**src/rtl/tank_level_pump_alarm_controller_core_defines.svh**
```systemverilog
// Assertion macros for the tank level pump and alarm controller.
// Used by the top level; no other dependencies.
`ifndef TANK_LEVEL_PUMP_ALARM_CONTROLLER_CORE_DEFINES_SVH
`define TANK_LEVEL_PUMP_ALARM_CONTROLLER_CORE_DEFINES_SVH

`ifndef SYNTHESIS
// Same-cycle implication, disabled while in reset.
`define TLPAC_ASSERT_IMPL(lbl, clk, rst_n, ante, cons, msg) \
	lbl: assert property (@(posedge clk) disable iff (!(rst_n)) (ante) |-> (cons)) \
		else $error(msg);
// Next-cycle implication, disabled while in reset.
`define TLPAC_ASSERT_NEXT(lbl, clk, rst_n, ante, cons, msg) \
	lbl: assert property (@(posedge clk) disable iff (!(rst_n)) (ante) |=> (cons)) \
		else $error(msg);
`else
`define TLPAC_ASSERT_IMPL(lbl, clk, rst_n, ante, cons, msg)
`define TLPAC_ASSERT_NEXT(lbl, clk, rst_n, ante, cons, msg)
`endif

`endif

```
**src/rtl/tlpac_pkg.sv**
```systemverilog
// Shared types and constants of the tank level pump and alarm controller.
// No dependencies; imported by tlpac_step and the top level.
package tlpac_pkg;

	localparam int TIMER_BITS = 16;
	localparam int RUN_BITS = 16;
	localparam int CMP_W = (TIMER_BITS > RUN_BITS) ? TIMER_BITS : RUN_BITS;
	localparam logic [TIMER_BITS-1:0] TIMER_MAX = {TIMER_BITS{1'b1}};

	localparam int CFG_DATA_W = 16;
	localparam int CFG_IDX_W = 3;

	localparam logic [7:0] VALVE_CLOSED = 8'd0;
	localparam logic [7:0] VALVE_HALF = 8'd90;
	localparam logic [7:0] VALVE_LIMIT = 8'd180;

	typedef enum logic {
		REQ_TICK = 1'b0,
		REQ_ECHO = 1'b1
	} req_t;

	typedef enum logic [CFG_IDX_W-1:0] {
		CFG_LEVEL_THRESHOLD = 3'd0,
		CFG_PUMP_RUN = 3'd1,
		CFG_BUZZER_RUN = 3'd2,
		CFG_ERROR_LIMIT = 3'd3,
		CFG_MANUAL_ENABLE = 3'd4,
		CFG_MANUAL_VALVE = 3'd5,
		CFG_MANUAL_PUMP = 3'd6
	} cfg_idx_t;

	typedef struct packed {
		logic [14:0] level_threshold_us;
		logic [RUN_BITS-1:0] pump_run_ms;
		logic [RUN_BITS-1:0] buzzer_run_ms;
		logic [7:0] error_limit;
		logic manual_enable;
		logic signed [8:0] manual_valve_angle;
		logic manual_pump_request;
	} cfg_t;

	typedef struct packed {
		logic pump_running;
		logic pump_lock;
		logic [TIMER_BITS-1:0] pump_elapsed;
		logic buzzer_active;
		logic buzzer_lock;
		logic [TIMER_BITS-1:0] buzzer_elapsed;
		logic [7:0] valve_position;
		logic [7:0] miss_counter;
	} state_t;

	typedef struct packed {
		logic pump_on;
		logic buzzer_on;
		logic [7:0] valve_angle;
		logic pump_locked;
		logic buzzer_locked;
		logic reading_used;
		logic [7:0] miss_count;
	} result_t;

endpackage

```
**src/rtl/tlpac_step.sv**
```systemverilog
// Next-state logic for one tick or echo measurement.
// Depends on tlpac_pkg; purely combinational.
module tlpac_step (
	input  tlpac_pkg::cfg_t   cfg,
	input  tlpac_pkg::state_t cur,
	input  logic              req_type,
	input  logic [14:0]       echo_us,
	output tlpac_pkg::state_t nxt,
	output logic              used
);
	import tlpac_pkg::*;

	logic [8:0] miss_inc;
	logic [7:0] miss_sat;
	logic [TIMER_BITS-1:0] pump_e;
	logic [TIMER_BITS-1:0] buzzer_e;
	logic pump_end;
	logic buzzer_end;
	logic high;

	// Elapsed counters saturate; a run ends at its length or at saturation.
	assign pump_e = (cur.pump_elapsed == TIMER_MAX) ? cur.pump_elapsed
		: cur.pump_elapsed + 1'b1;
	assign buzzer_e = (cur.buzzer_elapsed == TIMER_MAX) ? cur.buzzer_elapsed
		: cur.buzzer_elapsed + 1'b1;
	assign pump_end = (CMP_W'(pump_e) >= CMP_W'(cfg.pump_run_ms)) || (pump_e == TIMER_MAX);
	assign buzzer_end = (CMP_W'(buzzer_e) >= CMP_W'(cfg.buzzer_run_ms))
		|| (buzzer_e == TIMER_MAX);

	assign miss_inc = {1'b0, cur.miss_counter} + 9'd1;
	assign miss_sat = miss_inc[8] ? 8'hFF : miss_inc[7:0];

	always_comb begin
		nxt = cur;
		used = 1'b0;
		high = 1'b0;
		if (req_type == REQ_TICK) begin
			if (cur.pump_running) begin
				nxt.pump_elapsed = pump_e;
				if (pump_end) begin
					nxt.pump_running = 1'b0;
					nxt.pump_lock = 1'b1;
				end
			end
			if (cur.buzzer_active) begin
				nxt.buzzer_elapsed = buzzer_e;
				if (buzzer_end) begin
					nxt.buzzer_active = 1'b0;
					nxt.buzzer_lock = 1'b1;
				end
			end
		end else begin
			if (echo_us == 15'd0) begin
				// Once the miss count reaches the limit, a miss acts as a low level.
				if (miss_sat >= cfg.error_limit) begin
					nxt.miss_counter = cfg.error_limit;
					used = 1'b1;
				end else begin
					nxt.miss_counter = miss_sat;
				end
			end else begin
				nxt.miss_counter = 8'd0;
				used = 1'b1;
				high = echo_us > cfg.level_threshold_us;
			end

			if (used) begin
				if (!cfg.manual_enable) begin
					if (high) begin
						nxt.pump_lock = 1'b0;
						nxt.buzzer_lock = 1'b0;
						nxt.buzzer_active = 1'b0;
						nxt.buzzer_elapsed = '0;
						nxt.valve_position = VALVE_CLOSED;
					end else begin
						nxt.valve_position = VALVE_HALF;
						if (!cur.pump_running && !cur.pump_lock) begin
							nxt.pump_running = 1'b1;
							nxt.pump_elapsed = '0;
						end
						if (!cur.buzzer_active && !cur.buzzer_lock) begin
							nxt.buzzer_active = 1'b1;
							nxt.buzzer_elapsed = '0;
						end
					end
				end else begin
					// A negative angle leaves the valve where it is.
					if (!cfg.manual_valve_angle[8]) begin
						nxt.valve_position = (cfg.manual_valve_angle[7:0] > VALVE_LIMIT)
							? VALVE_LIMIT : cfg.manual_valve_angle[7:0];
					end
					if (cfg.manual_pump_request && !cur.pump_running) begin
						nxt.pump_running = 1'b1;
						nxt.pump_elapsed = '0;
					end
				end
			end
		end
	end

endmodule

```
**src/rtl/tank_level_pump_alarm_controller_core.sv**
```systemverilog
// Top level of the tank level pump and alarm controller.
// Depends on tlpac_pkg, tlpac_step and the assertion macro header.
`include "tank_level_pump_alarm_controller_core_defines.svh"

// Every input transfer (a millisecond tick or an echo measurement) yields exactly
// one result transfer that shows the controller state after that event. The block
// accepts one item per cycle while the skid entry is free: the item sits in an
// input register while the control logic updates the state and the result
// register is loaded. A two-entry output buffer (result register plus one
// skid entry) lets the input side keep accepting while a result waits; input ready
// drops only while that skid entry is full. Configuration registers are written
// through cfg_we/cfg_index/cfg_data and take effect on the next processed item;
// indexes beyond the register list are ignored. There is no clearing pass after reset.
module tank_level_pump_alarm_controller_core (
	input  logic                                clk,
	input  logic                                arst_n,
	input  logic                                in_valid,
	output logic                                in_ready,
	input  logic                                req_type,
	input  logic [14:0]                         echo_us,
	output logic                                out_valid,
	input  logic                                out_ready,
	output logic                                pump_on,
	output logic                                buzzer_on,
	output logic [7:0]                          valve_angle,
	output logic                                pump_locked,
	output logic                                buzzer_locked,
	output logic                                reading_used,
	output logic [7:0]                          miss_count,
	input  logic                                cfg_we,
	input  logic [tlpac_pkg::CFG_IDX_W-1:0]     cfg_index,
	input  logic [tlpac_pkg::CFG_DATA_W-1:0]    cfg_data
);
	import tlpac_pkg::*;

	cfg_t cfg_q;
	state_t state_q;
	state_t state_nxt;
	logic step_used;

	logic v_s1;
	logic req_s1;
	logic [14:0] echo_s1;

	result_t out_q;
	result_t skid_q;
	result_t res;
	logic out_valid_q;
	logic skid_valid_q;
	logic adv;
	logic in_xfer;
	logic out_xfer;

	// Configuration registers.
	always_ff @(posedge clk or negedge arst_n) begin
		if (!arst_n) begin
			cfg_q.level_threshold_us <= 15'd291;
			cfg_q.pump_run_ms <= 16'd2000;
			cfg_q.buzzer_run_ms <= 16'd2000;
			cfg_q.error_limit <= 8'd5;
			cfg_q.manual_enable <= 1'b0;
			cfg_q.manual_valve_angle <= 9'h1FF;
			cfg_q.manual_pump_request <= 1'b0;
		end else if (cfg_we) begin
			case (cfg_index)
				CFG_LEVEL_THRESHOLD: cfg_q.level_threshold_us <= cfg_data[14:0];
				CFG_PUMP_RUN:        cfg_q.pump_run_ms <= cfg_data[RUN_BITS-1:0];
				CFG_BUZZER_RUN:      cfg_q.buzzer_run_ms <= cfg_data[RUN_BITS-1:0];
				CFG_ERROR_LIMIT:     cfg_q.error_limit <= cfg_data[7:0];
				CFG_MANUAL_ENABLE:   cfg_q.manual_enable <= cfg_data[0];
				CFG_MANUAL_VALVE:    cfg_q.manual_valve_angle <= cfg_data[8:0];
				CFG_MANUAL_PUMP:     cfg_q.manual_pump_request <= cfg_data[0];
				default: begin
				end
			endcase
		end
	end

	// The input stage advances whenever the skid entry is free.
	assign adv = v_s1 && !skid_valid_q;
	assign in_ready = !v_s1 || adv;
	assign in_xfer = in_valid && in_ready;
	assign out_xfer = out_valid_q && out_ready;

	always_ff @(posedge clk or negedge arst_n) begin
		if (!arst_n) begin
			v_s1 <= 1'b0;
		end else if (in_ready) begin
			v_s1 <= in_valid;
		end
	end

	always_ff @(posedge clk) begin
		if (in_xfer) begin
			req_s1 <= req_type;
			echo_s1 <= echo_us;
		end
	end

	tlpac_step u_step (
		.cfg      (cfg_q),
		.cur      (state_q),
		.req_type (req_s1),
		.echo_us  (echo_s1),
		.nxt      (state_nxt),
		.used     (step_used)
	);

	always_ff @(posedge clk or negedge arst_n) begin
		if (!arst_n) begin
			state_q.pump_running <= 1'b0;
			state_q.pump_lock <= 1'b0;
			state_q.pump_elapsed <= '0;
			state_q.buzzer_active <= 1'b0;
			state_q.buzzer_lock <= 1'b0;
			state_q.buzzer_elapsed <= '0;
			state_q.valve_position <= VALVE_HALF;
			state_q.miss_counter <= 8'd0;
		end else if (adv) begin
			state_q <= state_nxt;
		end
	end

	always_comb begin
		res.pump_on = state_nxt.pump_running;
		res.buzzer_on = state_nxt.buzzer_active;
		res.valve_angle = state_nxt.valve_position;
		res.pump_locked = state_nxt.pump_lock;
		res.buzzer_locked = state_nxt.buzzer_lock;
		res.reading_used = step_used;
		res.miss_count = state_nxt.miss_counter;
	end

	// Output buffer: a new result goes to the skid entry only when the result
	// register is full and not being drained in this cycle.
	always_ff @(posedge clk or negedge arst_n) begin
		if (!arst_n) begin
			out_valid_q <= 1'b0;
			skid_valid_q <= 1'b0;
		end else begin
			if (!out_valid_q || out_xfer) begin
				out_valid_q <= skid_valid_q || adv;
				skid_valid_q <= 1'b0;
			end else if (adv) begin
				skid_valid_q <= 1'b1;
			end
		end
	end

	always_ff @(posedge clk) begin
		if (!out_valid_q || out_xfer) begin
			if (skid_valid_q) begin
				out_q <= skid_q;
			end else if (adv) begin
				out_q <= res;
			end
		end else if (adv) begin
			skid_q <= res;
		end
	end

	assign out_valid = out_valid_q;
	assign pump_on = out_q.pump_on;
	assign buzzer_on = out_q.buzzer_on;
	assign valve_angle = out_q.valve_angle;
	assign pump_locked = out_q.pump_locked;
	assign buzzer_locked = out_q.buzzer_locked;
	assign reading_used = out_q.reading_used;
	assign miss_count = out_q.miss_count;

	`TLPAC_ASSERT_IMPL(a_skid_behind_out, clk, arst_n, skid_valid_q, out_valid_q, "skid entry holds a result while the result register is empty")
	`TLPAC_ASSERT_IMPL(a_valve_range, clk, arst_n, 1'b1, state_q.valve_position <= VALVE_LIMIT, "valve position above its limit")
	`TLPAC_ASSERT_IMPL(a_buzzer_timer, clk, arst_n, state_q.buzzer_active, state_q.buzzer_elapsed != TIMER_MAX, "buzzer still active with a saturated timer")
	`TLPAC_ASSERT_NEXT(a_skid_drain, clk, arst_n, skid_valid_q && out_ready, !skid_valid_q, "skid entry not drained by a result transfer")

endmodule

```
**config.mk**
```make
export PLATFORM = sky130hd
export DESIGN_NAME = tank_level_pump_alarm_controller_core
export DESIGN_NICKNAME = d
export VERILOG_FILES = /design/src/rtl/tlpac_pkg.sv /design/src/rtl/tlpac_step.sv /design/src/rtl/tank_level_pump_alarm_controller_core.sv
export VERILOG_INCLUDE_DIRS = /design/src /design/src/rtl
export SDC_FILE = /design/constraint.sdc
export NUM_CORES = 1
export LEC_CHECK = 0
export BUFFER_PORTS_ARGS = -buffer_cell sky130_fd_sc_hd__clkbuf_2
export CAP_MARGIN = 30
export CORE_AREA = 2 2 181 227
export DETAILED_ROUTE_END_ITERATION = 8
export DIE_AREA = 0 0 183 229
export PLACE_DENSITY = 0.46
export SETUP_SLACK_MARGIN = 0.2
export SLEW_MARGIN = 10
export SYNTH_ARGS = -nofsm -noshare
export SYNTH_HDL_FRONTEND = slang
export SYNTH_SLANG_ARGS = --single-unit
export TNS_END_PERCENT = 100
```
**constraint.sdc**
```tcl
create_clock -name clk -period 4.8 [get_ports clk]
set_clock_uncertainty 0.05 [all_clocks]
set_input_delay 0.72 -clock clk [delete_from_list [all_inputs] [get_ports clk]]
set_output_delay 0.72 -clock clk [all_outputs]
set_load 0.01 [all_outputs]
```
==> metrics.md, run 1 <==
| Metric | Value |
|---|---|
| Starting Density | `approximately a quarter` |
| Yosys cell types | `83` |
| Rows | `82` |
| Max cap viols | `0` |
| Routed vias | `between 7000 and 8000` |
| WL final | `about 26000 um` |
| Resized Gates After CTS | `0` |
| Final Power | `~4400 uW` |
| Die ar. | `41900 um2` |
| CTS Hold Buffers Added | `0` |
| Syn_area_per_cell | `10.2 um2` |
| Clock Path Buffers | `2` |
| Final global-route overflow total | `0` |
| Critical path arrival | `4.27 ns` |
| First-pass GRT wire length | `between 40000 and 50000 um` |
| Synthesis-to-layout area growth | `15.4%` |
| Top cells by count, synth | `nand2_1 (127), o21ai_0 (94), dfrtp_1 (90), inv_1 (84)` |
| Worst-path fanout max | `9` |
| Hold Crit Class | `input pin to async pin` |
| WP data required | `5.02 ns` |
| Post-synth EDFFs | `58` |
| Initial DRC count | `~370` |
| Boundary pin count | `between 60 and 70` |
| Initial antenna violation count | `0` |
| Synth top area share | `a little under a quarter` |
| Post-synth ARST share | `67.6%` |
| Remaining DRCs | `0` |
| Tmin final | `between 4 and 5 ns` |
| Largest net degree at the start of global routing | `80` |
| I/O Buffers | `62` |
| Clk root buf | `clkbuf_16` |
| RSZ-0062 raised after global routing | `false` |
| TNS Setup | `0 ns` |
| Slew margin rel. | `42.2%` |
| Outcome | `finished clean` |
| Post-CTS Setup Repair Bufs | `0` |
| Leak | `about 0.0048 uW` |
| Via density | `approximately 4.7` |
| Synthesis warning total | `0` |
| CTS tree | `built` |
| GRT Total Usage | `between 10% and 20%` |
| Share of cells above drive strength 1 | `21.4%` |
| Crit Path Class | `flop to flop` |
| Register area share after synthesis | `between 40% and 50%` |
| Final setup viols | `0` |
| Post-Syn Area | `9830 um2` |
| Dominant synthesized flop cell | `dfrtp_1` |
| Mapped Cells | `around 970` |
| Initial DRT Pass Iterations | `5` |
| Yosys top cell by area | `dfrtp_1` |
| Detail Placement HPWL | `19900 um` |
| Area contributors post-synth | `dfrtp_1 (23%), edfxtp_1 (18%), dfstp_2 (8.3%), ha_1 (7.4%), mux2_2 (5.3%)` |
| Core Util, Final | `roughly 28%` |
| Final net count | `between 1000 and 1500` |
| Hold WS | `approximately 0.22 ns` |
| Clock transition at path regs | `0.07 ns` |
| Clock sinks | `between 150 and 200` |
| Core outline area | `approximately 40000 um2` |
| Yosys reg bits | `roughly 180` |
| CP startpoint kind | `flop` |
| Final RePlAce weighted congestion | `approximately 0.80` |
| CP Capture Type | `flop` |
| Peak supply drop | `0.288 mV` |
| Syn_nets | `around 1100` |
| Fmax | `approximately 250 MHz` |
| Antenna-violating nets left | `0` |
| Pwr/cell area | `about 390 nW/um2` |
| Worst-Margin Slew | `between 0.8 and 0.9 ns` |
| Fin. Hold Viols | `0` |
| Die Wd | `between 150 and 200 um` |
| Number of global-route vias before repair | `between 7000 and 8000` |
| Ant diodes | `0` |
| Cell total after placement | `1509` |
| CTS buffer count | `17` |
| WL/cell | `17.0 um` |
| Slew Limit Fails | `0` |
| Clk Latency, worst-skew pair | `0.46 ns` |
| Crit share post-route | `around 84%` |
| Die Ht | `229 um` |
| Most numerous cell in the Yosys netlist | `nand2_1` |
| H-tree depth | `4` |
| Finished Layout Cells | `approximately 1500` |
cell usage in the layout (no fill, tap or decap), types with 4 or more instances in the layout:
master / synthesis / routed
ha_1: 58 / 58
clkbuf_16: 0 / 17
nor3_1: 13 / 12
nand4_1: 19 / 19
xor2_1: 5 / 5
xnor2_1: 15 / 15
edfxtp_1: 58 / 58
a21oi_1: 45 / 45
dfstp_2: 31 / 31
and4_1: 4 / 4
mux2_1: 4 / 4
nand2_1: 127 / 127
mux2_2: 46 / 46
nand2b_1: 10 / 10
o21ai_0: 94 / 94
o21ai_1: 4 / 4
a21o_1: 8 / 8
nor2_1: 50 / 49
mux2i_1: 8 / 8
o32ai_1: 4 / 4
o211ai_1: 4 / 4
a31oi_1: 7 / 7
nor4_1: 6 / 6
o31ai_1: 5 / 5
nand3_1: 18 / 18
o22ai_1: 5 / 5
nor2b_1: 8 / 7
a211oi_1: 6 / 6
inv_1: 84 / 84
clkbuf_2: 0 / 61
and3_1: 6 / 6
buf_4: 1 / 13
a22o_1: 8 / 8
dfrtp_1: 90 / 90
inv_6: 0 / 5
and2_1: 6 / 6
final timing paths:
check / cells past startpoint / to / from / slack (ns)
worst max-delay path: 16 / pump_on / state_q[34] / 0.75
worst min-delay path: 1 / cfg_q[57] / arst_n / 0.22
worst max register to register: 16 / pump_on / state_q[34] / 0.75
worst min register to register: 2 / cfg_q[52] / cfg_q[52] / 0.46
max in group asynchronous: 2 / cfg_q[29] / arst_n / 3.56
min in group clk: 1 / echo_s1[6] / echo_us[6] / 0.38
flip-flops by register name (all words and copies together) (netlist names):
signal / count
buzzer_on: 1
req_s1: 1
out_valid: 1
buzzer_locked: 1
v_s1: 1
skid_q: 21
pump_on: 1
valve_angle: 8
reading_used: 1
pump_locked: 1
miss_count: 8
cfg_q: 66
echo_s1: 15
skid_valid_q: 1
state_q: 52
worst max-delay path, stage by stage (launching register included):
cell,delay [ns]
dfrtp_1,0.45
ha_1,0.35
and4_4,0.31
nand4_2,0.18
or2_1,0.40
nand2_1,0.22
nor2_1,0.09
xor2_1,0.15
ha_1,0.30
a21oi_1,0.15
nor2b_1,0.06
o21ai_0,0.14
a21oi_1,0.08
o211a_1,0.20
a211oi_1,0.31
o21ai_2,0.14
a221oi_1,0.26
area by class of cell:
type	count	area, um2
sequential	179	4810
clock inverter	14	136
clock buffer	18	439
tap	504	631
multi-input combinational	665	4560
timing repair buffer	76	450
fill	4213	28500
inverter	85	319
cell families (layout without fill, tap and decap cells):
logic type / Yosys count / in the layout / synth area share, %
DFF: 179 / 179 / 48.9
xor gates and xnor gates: 21 / 21 / 1.95
and+or+nand+nor: 293 / 293 / 14.9
adders and majority gates: 58 / 58 / 7.38
AOI/OAI and AO/OA: 234 / 234 / 15.2
buffers and inverters: 121 / 193 / 4.91
muxes: 59 / 59 / 6.69
report_power, final:
group / total, uW / internal, uW / leakage (uW) / switching [uW]
logic: 975 / 401 / 0.00244 / 574
clock network: 1390 / 702 / 0.000286 / 692
registers: 2050 / 1880 / 0.00205 / 163
total: 4420 / 2990 / 0.00478 / 1430
metal layers:
metal | wire length [um] | global-route usage [%] | vias to the layer above
li1 | - | - | 3587
met1 | 11600 | 16.2 | 3534
met2 | 12900 | 22.0 | 140
met3 | 1100 | 3.31 | 26
met4 | 543 | 4.75 | 0
met5 | 0 | 0 | -
metrics by stage:
stage / area, um2 / setup WS, ns
final: 11300 / 0.746
after global routing: 11300 / 0.496
after CTS: 11300 / 0.740
after detailed placement: 10800 / 0.762
after global placement: 10700 / 0.872
after floorplan: 9830 / 1.21
Power figures use the tool's default switching activity.
==> inputs of run 2 (changes only) <==
==> constraint.sdc (replaced) <==
create_clock -name clk -period 3.79 [get_ports clk]
set_clock_uncertainty 0.05 [all_clocks]
set_input_delay 0.5685 -clock clk [delete_from_list [all_inputs] [get_ports clk]]
set_output_delay 0.5685 -clock clk [all_outputs]
set_load 0.01 [all_outputs]
==> run 2 against run 1 <==
Compared with the run above: worst hold slack worse by 0.11 ns; critical endpoint is now buzzer_locked; highest routed layer unchanged; largest cell class unchanged; sequential cell count unchanged; critical path depth decreased by 2; utilization grew 1.0 points; die area stayed put; fmax rose by 19%.
==> metrics.md, run 2 (synthesized netlist as in run 1, its figures left out) <==
| Metric | Value |
|---|---|
| Outcome | `finished clean` |
| Peak supply drop | `0.362 mV (+26%)` |
| Reg-to-reg endpoint | `buzzer_locked` |
| Antenna-violating nets left | `0 (unchanged)` |
| Fin. Hold Viols | `0 (unchanged)` |
| RSZ-0062 raised after global routing | `true` |
| Clk root buf | `clkbuf_16` |
| Detail Placement HPWL | `20400 um (+2.5%)` |
| Share of cells above drive strength 1 | `26.2% (+4.8 points)` |
| Max reg flops | `66 (unchanged)` |
| Biggest register | `cfg_q` |
| Crit Path Class | `flop to flop` |
| Met2 GRT Util | `22.9% (+0.85 points)` |
| Finished Layout Cells | `1575 (+2.2%)` |
| Rows | `82 (unchanged)` |
| CTS buffer count | `17 (unchanged)` |
| Clock Path Buffers | `2 (unchanged)` |
| Largest registers | `cfg_q x66, state_q x52, skid_q x21` |
| Clock transition at path regs | `0.07 ns (about the same)` |
| Initial antenna violation count | `0 (unchanged)` |
| R2r setup slk | `0.37 ns (-0.37 ns)` |
| Crit-path cells | `nand3_2, nor2_2, o211ai_1, buf_4, xnor2_1, ha_1, a21oi_1, o21ai_0, nand3_1, a31oi_1, a211o_1, a31oi_4, o2bb2ai_2, mux2_2` |
| Ant diodes | `0 (unchanged)` |
| CP Capture Type | `flop` |
| Largest net degree at the start of global routing | `70 (-13%)` |
| Synthesis-to-layout area growth | `19.5%` |
| Critical path's top delay family | `compound AO/OA/AOI/OAI gates` |
| Final Power | `5700 uW (+29%)` |
| CP startpoint kind | `flop` |
| Final RePlAce weighted congestion | `0.810 (+1.0%)` |
| Tmin final | `3.42 ns (-0.639 ns)` |
| Commonest non-fill, non-tap cell in the layout | `nand2_1` |
| I/O Buffers | `62 (unchanged)` |
| CP max stage delay | `0.47 ns (+0.02 ns)` |
| Worst setup path endpoint | `buzzer_locked` |
| Clock sinks | `179 (unchanged)` |
| Met1 GRT Util | `16.2% (about the same)` |
| Routed vias | `7379 (+1.3%)` |
| Worst reg2reg startpoint | `state_q[18]` |
| Worst-path fanout max | `7 (-2)` |
| Remaining DRCs | `0 (unchanged)` |
| TNS Setup | `0 ns (unchanged)` |
| WP data required | `3.95 ns (-1.07 ns)` |
| Clk Latency, worst-skew pair | `0.47 ns (about the same)` |
| Worst-Margin Slew | `0.761 ns (-0.101 ns)` |
| Most frequent cells in the layout | `nand2_1 (127), o21ai_0 (91), dfrtp_1 (87)` |
| CTS tree | `built` |
| Final global-route overflow total | `0 (unchanged)` |
| Pwr/cell area | `485 nW/um2 (+25%)` |
| WL/cell | `17.0 um (about the same)` |
| CTS Hold Buffers Added | `0 (unchanged)` |
| Max cap viols | `0 (unchanged)` |
| Die Ht | `229 um (unchanged)` |
| CP Depth | `14 (-2)` |
| Leak | `0.00498 uW (+4.1%)` |
| WL final | `26700 um (+2.1%)` |
| Critical path arrival | `3.58 ns (-0.69 ns)` |
| Die Wd | `183 um (unchanged)` |
| Initial DRC count | `317 (-14%)` |
| Reg2reg path depth | `14 (-2)` |
| Core outline area | `39800 um2 (unchanged)` |
| Multi-input gate area | `4700 um2 (+3.1%)` |
| Sequential cell area | `4810 um2 (about the same)` |
| Final net count | `1156 (+3.0%)` |
| First-pass GRT wire length | `43000 um (+1.7%)` |
| H-tree depth | `4 (unchanged)` |
| Crit share post-route | `90.1% (+5.7 points)` |
| Slew Limit Fails | `0 (unchanged)` |
| Filler cells | `4175 (-0.90%)` |
| Cell total after placement | `1536 (+1.8%)` |
| Starting Density | `24.7% (unchanged)` |
| Initial DRT Pass Iterations | `4 (-1)` |
| Number of global-route vias before repair | `7616 (+2.8%)` |
| Via density | `4.69 (-0.92%)` |
| Die ar. | `41900 um2 (unchanged)` |
| Setup crit start | `state_q[18]` |
| Hold WS | `0.114 ns (-0.107 ns)` |
| CP bufs+invs | `1 (+1)` |
| Met3 Use GR | `2.70% (-0.60 points)` |
| Gr busiest metal | `met2` |
| Fmax | `293 MHz (+19%)` |
| Hold Crit Class | `input pin to async pin` |
| Boundary pin count | `63 (unchanged)` |
| Final setup viols | `0 (unchanged)` |
| GRT Total Usage | `13.3% (+0.19 points)` |
| Slew margin rel. | `49.3% (+7.0 points)` |
| Crit path max-delay cell type | `dfrtp_1` |
[run 2: cell types whose count changed in the layout (fill, tap and decap cells not counted), sizes merged]
| cell | before | now |
|---|---|---|
| inv | 93 | 94 |
| buf | 15 | 49 |
| clkbuf | 79 | 80 |
| clkinv | 6 | 3 |
| clkinvlp | 0 | 1 |
[run 2: area by class of cell]
cell class	instances	share of cell area, %
sequential	179	41.0
inverter	85	2.72
clock buffer	19	3.86
multi-input combinational	665	40.0
timing repair buffer	110	5.97
tap	504	5.37
clock inverter	13	1.13
[run 2: report_power, final]
part	switching (uW)	internal [uW]	total, uW
Combinational	765	568	1330
Sequential	203	2390	2590
Clock	865	909	1770
[run 2: worst min path at each step]
stage / startpoint / end / slack, ns
after global routing: arst_n / state_q[1] / 0.17
after floorplan: arst_n / cfg_q[0] / 0.22
final: arst_n / v_s1 / 0.11
after global placement: cfg_q[0] / cfg_q[0] / 0.45
after CTS: arst_n / v_s1 / 0.13
after detailed placement: cfg_q[0] / cfg_q[0] / 0.45
[run 2: timing repair]
action	CTS	global route
resized for setup	2	34
setup buffers	3	4
pin swaps	1	7
endpoints found under the setup margin	6	22
[run 2: metal layers]
| metal | share of wire (%) | vias to the layer above |
|---|---|---|
| li1 | - | 3657 |
| met1 | 44 | 3577 |
| met2 | 51 | 112 |
| met3 | 2.9 | 33 |
| met4 | 2.5 | 0 |
| met5 | 0 | - |
[run 2: stage by stage]
step,utilization [%],setup WS (ns),cell area [um2]
2_1_floorplan,-,0.205,9830
3_3_place_gp,27.5,0.195,11000
3_5_place_dp,27.5,0.140,11000
4_1_cts,29.1,0.219,11600
5_1_grt,29.5,0.183,11700
6_report,29.5,0.375,11700
==> inputs of run 3 (changes only) <==
--- a/config.mk
+++ b/config.mk
@@ -8,10 +8,12 @@
 export LEC_CHECK = 0
 export BUFFER_PORTS_ARGS = -buffer_cell sky130_fd_sc_hd__clkbuf_2
 export CAP_MARGIN = 30
+export CELL_PAD_IN_SITES_DETAIL_PLACEMENT = 0
+export CELL_PAD_IN_SITES_GLOBAL_PLACEMENT = 1
 export CORE_AREA = 2 2 181 227
 export DETAILED_ROUTE_END_ITERATION = 8
 export DIE_AREA = 0 0 183 229
-export PLACE_DENSITY = 0.46
+export PLACE_DENSITY = 0.54
 export SETUP_SLACK_MARGIN = 0.2
 export SLEW_MARGIN = 10
 export SYNTH_ARGS = -nofsm -noshare
==> run 3 against run 2 <==
Compared with the run above: die area stayed put; sequential cell count stayed put; total power is 1.4% higher; first-iteration DRC count is 11% higher; cell count is 1.0% higher; worst setup slack worse by 0.028 ns; worst hold slack worse by 0.055 ns; combinational power hardly changed; non-clock buffer count is 16 higher; highest routed layer unchanged.
==> metrics.md, run 3 (synthesized netlist as in run 1, its figures left out) <==
| Metric | Value |
|---|---|
| Outcome | `finished clean` |
| Largest net degree at the start of global routing | `122 (+74%)` |
| Final setup viols | `0 (unchanged)` |
| Hold Crit Class | `input pin to async pin` |
| Biggest register | `cfg_q` |
| Initial DRC count | `351 (+11%)` |
| Synthesis-to-layout area growth | `20.5%` |
| Antenna-violating nets left | `0 (unchanged)` |
| Detail Placement HPWL | `20500 um (+0.70%)` |
| Number of global-route vias before repair | `7517 (-1.3%)` |
| Final RePlAce weighted congestion | `0.786 (-3.0%)` |
| Rows | `82 (unchanged)` |
| CP Capture Type | `flop` |
| Critical path arrival | `3.60 ns (+0.02 ns)` |
| Via density | `4.65 (-0.74%)` |
| Die ar. | `41900 um2 (unchanged)` |
| Crit share post-route | `90.8% (+0.74 points)` |
| GRT Total Usage | `13.6% (+0.33 points)` |
| Clk root buf | `clkbuf_16` |
| Boundary pin count | `63 (unchanged)` |
| RSZ-0062 raised after global routing | `false` |
| Most frequent cells in the layout | `nand2_1 (127), o21ai_0 (93), dfrtp_1 (89)` |
| Core outline area | `39800 um2 (unchanged)` |
| Final global-route overflow total | `0 (unchanged)` |
| Pwr/cell area | `488 nW/um2 (+0.52%)` |
| CTS buffer count | `17 (unchanged)` |
| Tmin final | `3.44 ns (+0.0279 ns)` |
| Placed standard-cell area | `11100 um2 (+1.3%)` |
| Max reg flops | `66 (unchanged)` |
| Filler cells | `4176 (+0.024%)` |
| WL final | `27200 um (+2.0%)` |
| Initial antenna violation count | `0 (unchanged)` |
| Multi-input gate area | `4650 um2 (-1.1%)` |
| Fin worst setup slack | `0.347 ns (-0.0279 ns)` |
| TNS Setup | `0 ns (unchanged)` |
| Commonest non-fill, non-tap cell in the layout | `nand2_1` |
| WL/cell | `17.1 um (+0.95%)` |
| First-pass GRT wire length | `43800 um (+2.0%)` |
| Starting Density | `24.7% (unchanged)` |
| Clock transition at path regs | `0.07 ns (about the same)` |
| H-tree depth | `4 (unchanged)` |
| Fin. Hold Viols | `0 (unchanged)` |
| Ant diodes | `0 (unchanged)` |
| Final Cell Area | `11800 um2 (+0.83%)` |
| Final net count | `1172 (+1.4%)` |
| Crit Path Class | `flop to flop` |
| Share of cells above drive strength 1 | `26.7% (+0.44 points)` |
| WP data required | `3.95 ns (about the same)` |
| Setup crit start | `state_q[16]` |
| Leak | `0.00509 uW (+2.2%)` |
| Die Wd | `183 um (unchanged)` |
| Worst-Margin Slew | `0.878 ns (+0.117 ns)` |
| CP startpoint kind | `flop` |
| Fmax | `290 MHz (-0.81%)` |
| Max cap viols | `0 (unchanged)` |
| Remaining DRCs | `0 (unchanged)` |
| Initial DRT Pass Iterations | `4 (unchanged)` |
| Slew margin rel. | `41.5% (-7.8 points)` |
| Largest registers | `cfg_q x66, state_q x52, skid_q x21` |
| Sequential cell area | `4810 um2 (about the same)` |
| Die Ht | `229 um (unchanged)` |
| Clk Latency, worst-skew pair | `0.46 ns (about the same)` |
| Worst-path fanout max | `6 (-1)` |
| Finished Layout Cells | `1591 (+1.0%)` |
| Post-Place Worst Slack | `0.160 ns (+0.0196 ns)` |
| Routed vias | `7399 (+0.27%)` |
| CTS tree | `built` |
| Peak supply drop | `0.331 mV (-8.5%)` |
| I/O Buffers | `62 (unchanged)` |
| Cell total after placement | `1552 (+1.0%)` |
| Clock sinks | `179 (unchanged)` |
| Worst reg2reg startpoint | `state_q[16]` |
| Clock Path Buffers | `2 (unchanged)` |
| Slew Limit Fails | `0 (unchanged)` |
==> run 3: metal layers <==
layer / track usage (%) / up-vias / share of wire [%]
li1: - / 3670 / -
met3: 2.40 / 30 / 2.4
met4: 4.68 / 0 / 1.9
met5: 0 / - / 0
met1: 17.5 / 3601 / 46
met2: 23.1 / 98 / 50
==> run 3: worst paths after layout <==
check                                end  slack, ns  cells after the start
max                        buzzer_locked       0.35                     15
min                            cfg_q[57]       0.06                      2
max reg2reg                buzzer_locked       0.35                     15
min reg2reg                    cfg_q[26]       0.46                      2
max in group asynchronous    state_q[18]       2.85                      2
min in group clk             echo_s1[13]       0.23                      1
==> run 3: cell type report <==
class	count	area share, %
Clock buffer	18	3.71
Inverter	85	2.69
Multi-Input combinational cell	665	39.2
Clock inverter	14	1.38
Timing Repair Buffer	126	7.08
Tap cell	504	5.32
Sequential cell	179	40.6
==> run 3: worst max-delay path, cell delays in order (launching register included) <==
cell and delay, ns:
dfrtp_1 0.36, buf_4 0.16, nand2_1 0.08, nor2_1 0.24, o211ai_1 0.20, buf_4 0.19, xnor2_1 0.29, ha_1 0.31
a21oi_1 0.14, o21ai_0 0.08, nand3_1 0.09, a31oi_1 0.10, a211o_1 0.32, a31oi_4 0.23, o2bb2ai_2 0.10, mux2_2 0.26
==> run 3: repair_timing <==
action / CTS / global route
endpoints found under the setup margin: 4 / 28
buffers inserted: 1 / 6
resized for setup: 1 / 19
pin swaps: 1 / 8
hold buffers: 0 / 0
cloned: 0 / 0
==> run 3: power breakdown <==
part,switching (uW),total [uW],internal [uW],leakage [uW]
combinational,782,1350,570,0.00274
sequential,186,2570,2390,0.00205
clock,890,1850,959,0.000298
total,1860,5780,3920,0.00509
==> run 3: per-stage QoR <==
stage	utilization [%]	hold slack [ns]	power [uW]
2_1_floorplan	-	0.223	3430
3_3_place_gp	27.8	0.448	3930
3_5_place_dp	27.9	0.445	3960
4_1_cts	29.4	0.192	5840
5_1_grt	29.8	0.205	6130
6_report	29.8	0.0586	5780
